[config.mk]
export PLATFORM = sky130hd
export DESIGN_NAME = integer_field_formatter
export DESIGN_NICKNAME = d
export VERILOG_FILES = /design/src/sv/iff_pkg.sv /design/src/sv/integer_field_formatter.sv /design/src/sv/iff_digit_cell.sv
export SDC_FILE = /design/constraint.sdc
export NUM_CORES = 1
export LEC_CHECK = 0
export BUFFER_PORTS_ARGS = -buffer_cell sky130_fd_sc_hd__buf_2
export CAP_MARGIN = 10
export CORE_UTILIZATION = 62
export CTS_CLUSTER_DIAMETER = 40
export DETAILED_ROUTE_END_ITERATION = 8
export PLACE_DENSITY = 0.81
export SLEW_MARGIN = 10
export SYNTH_ARGS = -nofsm -noshare
export SYNTH_HDL_FRONTEND = slang
export SYNTH_SLANG_ARGS = --single-unit
[constraint.sdc]
create_clock -name clk -period 15.69 [get_ports clk]
set_input_delay 3.138 -clock clk [delete_from_list [all_inputs] [get_ports clk]]
set_output_delay 3.138 -clock clk [all_outputs]
set_load 0.05 [all_outputs]
[src/sv/iff_pkg.sv]
`timescale 1ns / 1ps
`default_nettype none

package iff_pkg;

    localparam int VALUE_W = 64;
    localparam int FUNC_W  = 2;
    localparam int FW_W    = 6;
    localparam int DIGIT_W = 4;
    localparam int CNT_W   = 7;
    localparam int CHAR_W  = 8;

    localparam logic [FUNC_W-1:0] FUNC_DEC = 2'd0;
    localparam logic [FUNC_W-1:0] FUNC_OCT = 2'd1;
    localparam logic [FUNC_W-1:0] FUNC_HEX = 2'd2;

    localparam logic [CHAR_W-1:0] CH_BLANK    = 8'h20;
    localparam logic [CHAR_W-1:0] CH_STAR     = 8'h2A;
    localparam logic [CHAR_W-1:0] CH_PLUS     = 8'h2B;
    localparam logic [CHAR_W-1:0] CH_MINUS    = 8'h2D;
    localparam logic [CHAR_W-1:0] CH_ZERO     = 8'h30;
    localparam logic [CHAR_W-1:0] CH_HEX_BASE = 8'h37;

    localparam logic [DIGIT_W-1:0] DABBLE_LIMIT = 4'd5;
    localparam logic [DIGIT_W-1:0] DABBLE_ADD   = 4'd3;
    localparam logic [DIGIT_W-1:0] DEC_LIMIT    = 4'd10;

    typedef struct packed {
        logic load;
        logic dabble;
        logic shift;
    } cell_ctrl_t;

    function automatic logic [CHAR_W-1:0] digit_char(input logic [DIGIT_W-1:0] d);
        logic [CHAR_W-1:0] ext;
        ext = {{(CHAR_W-DIGIT_W){1'b0}}, d};
        if (d < DEC_LIMIT)
        begin
            return CH_ZERO + ext;
        end
        return CH_HEX_BASE + ext;
    endfunction

endpackage

`default_nettype wire

[src/sv/integer_field_formatter.sv]
`timescale 1ns / 1ps
`default_nettype none

// Formats one integer per transaction as a right-justified ASCII field in signed
// decimal, octal or hexadecimal, one character per cycle on out_char with strobe,
// and last on the final character. A transaction is taken when start is high and
// busy is low; busy then stays high until the last character has been produced.
// A transaction runs a load step, shift-and-add steps in the digit cell row for
// decimal only, shifts of leading zeros out of the row, a setup step and then
// the field characters (at most MAX_FIELD). Each character appears in the cycle
// after it is produced and is shown for exactly one cycle; the receiver cannot
// stall, so it must take every strobe. The user must write plus_signs through
// cfg_we and cfg_wdata only while the block is idle, which it does not enforce.

module integer_field_formatter #(
    parameter int VALUE_BITS = 64,
    parameter int MAX_FIELD  = 63
) (
    input  wire                        clk,
    input  wire                        rst_n,
    input  wire                        start,
    output logic                       busy,
    input  wire [iff_pkg::VALUE_W-1:0] value,
    input  wire [iff_pkg::FUNC_W-1:0]  func,
    input  wire [iff_pkg::FW_W-1:0]    field_width,
    input  wire [iff_pkg::FW_W-1:0]    min_digits,
    input  wire                        cfg_we,
    input  wire                        cfg_wdata,
    output logic                       strobe,
    output logic [iff_pkg::CHAR_W-1:0] out_char,
    output logic                       last
);
    import iff_pkg::*;

    localparam int NCELL     = (VALUE_BITS + 2) / 3;
    localparam int SHIFT_W   = $clog2(NCELL);
    localparam int BIT_CNT_W = $clog2(VALUE_BITS);
    localparam int EXT_W     = DIGIT_W * NCELL;

    localparam logic [SHIFT_W-1:0]   SHIFT_END = SHIFT_W'(NCELL - 1);
    localparam logic [BIT_CNT_W-1:0] BIT_LAST  = BIT_CNT_W'(VALUE_BITS - 1);
    localparam logic [CNT_W-1:0]     NCELL_C   = CNT_W'(NCELL);
    localparam logic [CNT_W-1:0]     MAXF_C    = CNT_W'(MAX_FIELD);
    localparam logic [CNT_W-1:0]     MAXD_C    = CNT_W'(MAX_FIELD - 1);

    localparam logic [2:0] ST_IDLE  = 3'd0;
    localparam logic [2:0] ST_CONV  = 3'd1;
    localparam logic [2:0] ST_NORM  = 3'd2;
    localparam logic [2:0] ST_SETUP = 3'd3;
    localparam logic [2:0] ST_EMIT  = 3'd4;

    logic [2:0] state_reg, state_next;
    logic       plus_signs_reg;
    logic [VALUE_BITS-1:0] mag_reg, mag_next;
    logic [BIT_CNT_W-1:0]  bit_cnt_reg, bit_cnt_next;
    logic [SHIFT_W-1:0]    shift_cnt_reg, shift_cnt_next;
    logic sign_reg, sign_next;
    logic neg_reg, neg_next;
    logic star_reg, star_next;
    logic [CNT_W-1:0] width_reg, width_next;
    logic [CNT_W-1:0] mind_reg, mind_next;
    logic [CNT_W-1:0] total_reg, total_next;
    logic [CNT_W-1:0] th1_reg, th1_next;
    logic [CNT_W-1:0] th2_reg, th2_next;
    logic [CNT_W-1:0] th3_reg, th3_next;
    logic [CNT_W-1:0] pos_reg, pos_next;
    logic strobe_reg, strobe_next;
    logic last_reg, last_next;
    logic [CHAR_W-1:0] char_reg, char_next;

    cell_ctrl_t ctrl;
    logic [DIGIT_W-1:0] load_digits [NCELL];
    logic [DIGIT_W-1:0] digits [NCELL];
    logic               bits_out [NCELL];
    logic [VALUE_BITS-1:0] val;
    logic [EXT_W-1:0]      ext;
    logic                  accept;
    logic                  is_oct, is_hex;
    logic [DIGIT_W-1:0]    top_digit;

    logic [CNT_W-1:0] nd, ndig, need, tot;
    logic             too_small;

    assign val    = value[VALUE_BITS-1:0];
    assign ext    = {{(EXT_W-VALUE_BITS){1'b0}}, val};
    assign accept = start && !busy;
    assign is_oct = (func == FUNC_OCT);
    assign is_hex = (func == FUNC_HEX);
    assign top_digit = digits[NCELL-1];

    genvar gi;
    generate
        for (gi = 0; gi < NCELL; gi++)
        begin : g_cell
            always_comb
            begin
                if (is_oct)
                begin
                    load_digits[gi] = {1'b0, ext[3*gi +: 3]};
                end
                else if (is_hex)
                begin
                    load_digits[gi] = ext[DIGIT_W*gi +: DIGIT_W];
                end
                else
                begin
                    load_digits[gi] = '0;
                end
            end

            if (gi == 0)
            begin : g_first
                iff_digit_cell u_cell (
                    .clk       (clk),
                    .ctrl      (ctrl),
                    .load_digit(load_digits[gi]),
                    .in_bit    (mag_reg[VALUE_BITS-1]),
                    .in_digit  ({DIGIT_W{1'b0}}),
                    .out_bit   (bits_out[gi]),
                    .digit     (digits[gi])
                );
            end
            else
            begin : g_rest
                iff_digit_cell u_cell (
                    .clk       (clk),
                    .ctrl      (ctrl),
                    .load_digit(load_digits[gi]),
                    .in_bit    (bits_out[gi-1]),
                    .in_digit  (digits[gi-1]),
                    .out_bit   (bits_out[gi]),
                    .digit     (digits[gi])
                );
            end
        end
    endgenerate

    always_comb
    begin
        nd   = NCELL_C - CNT_W'(shift_cnt_reg);
        ndig = (mind_reg > nd) ? mind_reg : nd;
        need = ndig + CNT_W'(sign_reg);
        tot  = (need < width_reg) ? width_reg : need;
        too_small = ((width_reg != '0) && (width_reg < need)) || (tot > MAXF_C);
    end

    always_comb
    begin
        state_next     = state_reg;
        mag_next       = mag_reg;
        bit_cnt_next   = bit_cnt_reg;
        shift_cnt_next = shift_cnt_reg;
        sign_next      = sign_reg;
        neg_next       = neg_reg;
        star_next      = star_reg;
        width_next     = width_reg;
        mind_next      = mind_reg;
        total_next     = total_reg;
        th1_next       = th1_reg;
        th2_next       = th2_reg;
        th3_next       = th3_reg;
        pos_next       = pos_reg;
        strobe_next    = 1'b0;
        last_next      = last_reg;
        char_next      = char_reg;
        ctrl           = '0;

        case (state_reg)
            ST_IDLE:
            begin
                if (accept)
                begin
                    ctrl.load = 1'b1;
                    width_next = (CNT_W'(field_width) > MAXF_C) ? MAXF_C
                                                                 : CNT_W'(field_width);
                    mind_next  = (CNT_W'(min_digits) > MAXD_C) ? MAXD_C
                                                                : CNT_W'(min_digits);
                    shift_cnt_next = '0;
                    if (is_oct || is_hex)
                    begin
                        sign_next  = 1'b0;
                        neg_next   = 1'b0;
                        state_next = ST_NORM;
                    end
                    else
                    begin
                        neg_next     = val[VALUE_BITS-1];
                        sign_next    = val[VALUE_BITS-1] | plus_signs_reg;
                        mag_next     = val[VALUE_BITS-1] ? (~val + 1'b1) : val;
                        bit_cnt_next = BIT_LAST;
                        state_next   = ST_CONV;
                    end
                end
            end
            ST_CONV:
            begin
                ctrl.dabble  = 1'b1;
                mag_next     = {mag_reg[VALUE_BITS-2:0], 1'b0};
                bit_cnt_next = bit_cnt_reg - 1'b1;
                if (bit_cnt_reg == '0)
                begin
                    state_next = ST_NORM;
                end
            end
            ST_NORM:
            begin
                if ((top_digit != '0) || (shift_cnt_reg == SHIFT_END))
                begin
                    state_next = ST_SETUP;
                end
                else
                begin
                    ctrl.shift     = 1'b1;
                    shift_cnt_next = shift_cnt_reg + 1'b1;
                end
            end
            ST_SETUP:
            begin
                star_next  = too_small;
                total_next = too_small ? ((width_reg != '0) ? width_reg : MAXF_C) : tot;
                th1_next   = tot - need;
                th2_next   = tot - need + CNT_W'(sign_reg);
                th3_next   = tot - nd;
                pos_next   = '0;
                state_next = ST_EMIT;
            end
            ST_EMIT:
            begin
                strobe_next = 1'b1;
                last_next   = (pos_reg == total_reg - 1'b1);
                if (star_reg)
                begin
                    char_next = CH_STAR;
                end
                else if (pos_reg < th1_reg)
                begin
                    char_next = CH_BLANK;
                end
                else if (pos_reg < th2_reg)
                begin
                    char_next = neg_reg ? CH_MINUS : CH_PLUS;
                end
                else if (pos_reg < th3_reg)
                begin
                    char_next = CH_ZERO;
                end
                else
                begin
                    char_next  = digit_char(top_digit);
                    ctrl.shift = 1'b1;
                end
                pos_next = pos_reg + 1'b1;
                if (pos_reg == total_reg - 1'b1)
                begin
                    state_next = ST_IDLE;
                end
            end
            default:
            begin
                state_next = ST_IDLE;
            end
        endcase
    end

    always_ff @(posedge clk or negedge rst_n)
    begin
        if (!rst_n)
        begin
            state_reg      <= ST_IDLE;
            plus_signs_reg <= 1'b0;
            strobe_reg     <= 1'b0;
        end
        else
        begin
            state_reg  <= state_next;
            strobe_reg <= strobe_next;
            if (cfg_we)
            begin
                plus_signs_reg <= cfg_wdata;
            end
        end
    end

    always_ff @(posedge clk)
    begin
        mag_reg       <= mag_next;
        bit_cnt_reg   <= bit_cnt_next;
        shift_cnt_reg <= shift_cnt_next;
        sign_reg      <= sign_next;
        neg_reg       <= neg_next;
        star_reg      <= star_next;
        width_reg     <= width_next;
        mind_reg      <= mind_next;
        total_reg     <= total_next;
        th1_reg       <= th1_next;
        th2_reg       <= th2_next;
        th3_reg       <= th3_next;
        pos_reg       <= pos_next;
        last_reg      <= last_next;
        char_reg      <= char_next;
    end

    assign busy     = (state_reg != ST_IDLE);
    assign strobe   = strobe_reg;
    assign out_char = char_reg;
    assign last     = last_reg;

endmodule

`default_nettype wire

[src/sv/iff_digit_cell.sv]
`timescale 1ns / 1ps
`default_nettype none

module iff_digit_cell (
    input  wire                        clk,
    input  iff_pkg::cell_ctrl_t        ctrl,
    input  wire [iff_pkg::DIGIT_W-1:0] load_digit,
    input  wire                        in_bit,
    input  wire [iff_pkg::DIGIT_W-1:0] in_digit,
    output logic                       out_bit,
    output logic [iff_pkg::DIGIT_W-1:0] digit
);
    import iff_pkg::*;

    logic [DIGIT_W-1:0] digit_reg;
    logic [DIGIT_W-1:0] digit_next;
    logic [DIGIT_W-1:0] adj;

    always_comb
    begin
        adj = (digit_reg >= DABBLE_LIMIT) ? digit_reg + DABBLE_ADD : digit_reg;
        out_bit = adj[DIGIT_W-1];
        digit_next = digit_reg;
        if (ctrl.load)
        begin
            digit_next = load_digit;
        end
        else if (ctrl.dabble)
        begin
            digit_next = {adj[DIGIT_W-2:0], in_bit};
        end
        else if (ctrl.shift)
        begin
            digit_next = in_digit;
        end
    end

    always_ff @(posedge clk)
    begin
        digit_reg <= digit_next;
    end

    assign digit = digit_reg;

endmodule

`default_nettype wire

==> results_dict.tcl <==
set metrics [dict create \
    ff2ff_setup_slack_ns 8.19 \
    grt_remaining_overflow 0 \
    die-area_sq_mm 0.0249 \
    path_clk_slew_ns 0.05 \
    gp_congestion 0.890 \
    crit_required_ns 15.94 \
    critical_path.startpoint "shift_cnt_reg[0]$_SDFFCE_PP0P_" \
    area_growth_syn_to_layout_pct 12.5 \
    rsz0062_at_grt "no" \
    power.density_mw_per_mm2 243 \
    timing.hold.ws_ns 0.517 \
    core_area_sq_mm 0.0236 \
    hold_viol_final 0 \
    end_kind "flip-flop" \
    ant_nets 0 \
    cts-root-buf "clkbuf_16" \
    async_flop_share_pct 2.21 \
    cp_max_fo 14 \
    rr_worst_depth 27 \
    synth_area_per_cell_sq_um 9.76 \
    hold_path.class "flip-flop to flip-flop" \
    critPathArrivalTime_ns 7.75 \
    grt_max_degree 126 \
    hold_buffers 0 \
    cts_tree "yes" \
    htreeDepth 2 \
    portBuffers 92 \
    power.total_uw 4110 \
    grt_usage_pct 29.3 \
    yosysTopAreaCell "edfxtp_1" \
    ys_types 70 \
    synth_commonest_cells "edfxtp_1 (221), o21ai_0 (168), nand2_1 (160)" \
    yosysSeqAreaShare_pct 44.9 \
    drt-vias-per-instance 6.19 \
    setup_viol 0 \
    placed_area_sq_mm 0.0157 \
    outcome "complete, no violations" \
    fin_skew_ns 0.0161 \
    final_max_slew_viol_count 0 \
    max-cap-violations 0 \
    start_util_pct 63.7 \
    yosysWarnings 0 \
    fillers 1722 \
    synth_edf_count 221 \
    p_leak_uw 0.00662 \
    io-pin-count 94 \
    start_kind "flip-flop" \
    fp.dieH_um 158 \
    tns_ns 0 \
    worst_slew_pin_slew_ns 1.22 \
    synthTopCellsByArea "edfxtp_1 (44%), ha_1 (7.9%), o21ai_0 (5.6%)" \
    vias 12100 \
    cts_setup_buffers 0 \
    grt_pass1_vias 11600 \
    clkLatencyLatePin_ns 0.52 \
    synth_flop_cell "edfxtp_1" \
    period_share_pct 47.8 \
    remaining_drc_errors 0 \
    drtIter0Drc 989 \
    clock_path_buffers 3 \
    endpoint "th2_reg[6]$_DFFE_PP_" \
    cts_buffers 37 \
    routed_wl_um 35800 \
    synth_top_cell_area_share_pct 44.1 \
    rows 56 \
    largest_reg_flops 84 \
    path_class "flip-flop to flip-flop" \
    hp-start "mag_reg[47]$_DFFE_PP_" \
    yosysMostFrequentCell "edfxtp_1" \
    grt_first_pass_wirelength_um 57400 \
    cts_sinks 226 \
    antenna_found_initial 4 \
    reg2reg_to "th2_reg[6]$_DFFE_PP_" \
    fmax_ghz 0.133 \
    avgRoutedWirePerCell_um 18.3 \
    r2r-start "shift_cnt_reg[0]$_SDFFCE_PP0P_" \
    ys_ff_latch 226 \
    vdd_drop_max_mv 0.153 \
    cts.repair.resized 0 \
    hpwl_um 23900 \
    drive_gt1_share_pct 11.3 \
    synth_area_sq_mm 0.0150 \
    fin_nets 1790 \
    dieWidth_um 158 \
    post-route-min-period_ns 7.50 \
    slew_headroom_pct 18.9 \
    syn_inst 1542 \
    finalInstanceArea_sq_mm 0.0169 \
    drt-pass1-iter-count 6 \
]
==> placed cells by master, fill, tap and decap left out, types with 7 or more instances in the layout <==
cell type,synthesis,final
nand2b_1,36,36
mux2i_1,7,7
inv_1,99,99
nor3_1,30,30
nor2_1,88,87
nand2_1,160,159
a22o_1,32,32
o31ai_1,17,17
ha_1,95,95
buf_4,3,7
clkbuf_16,0,39
nor3b_1,13,12
o41ai_1,14,14
nand3_1,26,26
edfxtp_1,221,221
o21ai_0,168,168
and3_1,9,8
a221o_1,21,21
buf_2,2,92
or4_1,11,11
xnor2_1,46,46
nor2b_1,10,10
a21o_1,11,11
xor2_1,95,95
a21oi_1,138,137
a22oi_1,26,26
==> cell type report <==
cell class,instances,area [sq um],share of cell area [%]
Antenna cell,4,10.0,0.0591
Clock buffer,43,1010,5.97
Clock inverter,22,194,1.15
Inverter,100,375,2.22
Multi-Input combinational cell,1146,7670,45.3
Sequential cell,226,6760,39.9
Tap cell,319,399,2.36
Timing Repair Buffer,99,513,3.03
==> worst min-delay path by stage <==
stage                                  to  cells past startpoint
6_report            mag_reg[48]$_DFFE_PP_                      2
3_3_place_gp        mag_reg[45]$_DFFE_PP_                      2
5_1_grt             mag_reg[14]$_DFFE_PP_                      2
3_5_place_dp        mag_reg[33]$_DFFE_PP_                      2
2_1_floorplan  plus_signs_reg$_DFFE_PN0P_                      1
4_1_cts             mag_reg[50]$_DFFE_PP_                      2
==> metal layers <==
metal / up-vias / global-route usage (%) / part of all wire (%)
met5: - / 0 / 0
met4: 0 / 14.6 / 3.9
met3: 100 / 4.13 / 6.7
met2: 478 / 49.9 / 49
met1: 5780 / 36.4 / 40
li1: 5761 / - / -
==> stage by stage <==
step / setup WS (ns) / std cells / util (%)
3_5_place_dp: 8.31 / 1890 / 66.6
4_1_cts: 8.30 / 1955 / 71.7
5_1_grt: 7.59 / 1959 / 71.7
3_3_place_gp: 8.47 / 1890 / 66.6
2_1_floorplan: 2.99 / 1543 / -
6_report: 8.19 / 1959 / 71.7
==> cells by family after synthesis <==
family	synth area share [%]
xor+xnor	8.76
other cells	0.0249
mux	1.16
simple gates	13.2
flops	44.9
fa+ha+maj	8.31
buf+inv	4.37
compound gates	19.2
==> worst max-delay path, stage by stage (launching register included) <==
cell      delay [ns]
edfxtp_1        0.51
and3_1          0.32
o21ai_1         0.46
ha_1            0.39
o211ai_1        0.11
or4_1           0.56
a31o_4          0.29
nand2_1         0.07
o21ai_0         0.08
ha_1            0.19
and3_1          0.16
xnor2_1         0.27
inv_1           0.13
ha_1            0.30
nand2_1         0.12
o31ai_1         0.25
mux2i_1         0.17
a21oi_2         0.60
mux2i_1         0.37
ha_1            0.20
inv_1           0.06
fa_1            0.39
a21o_1          0.20
a21oi_1         0.26
a21boi_0        0.24
o22ai_1         0.11
a21oi_1         0.29
xnor2_1         0.11
==> power by group <==
group | internal, uW | switching (uW)
clock | 496 | 288
sequential | 1180 | 218
combinational | 755 | 1180
(Power assumes the default switching activity.)
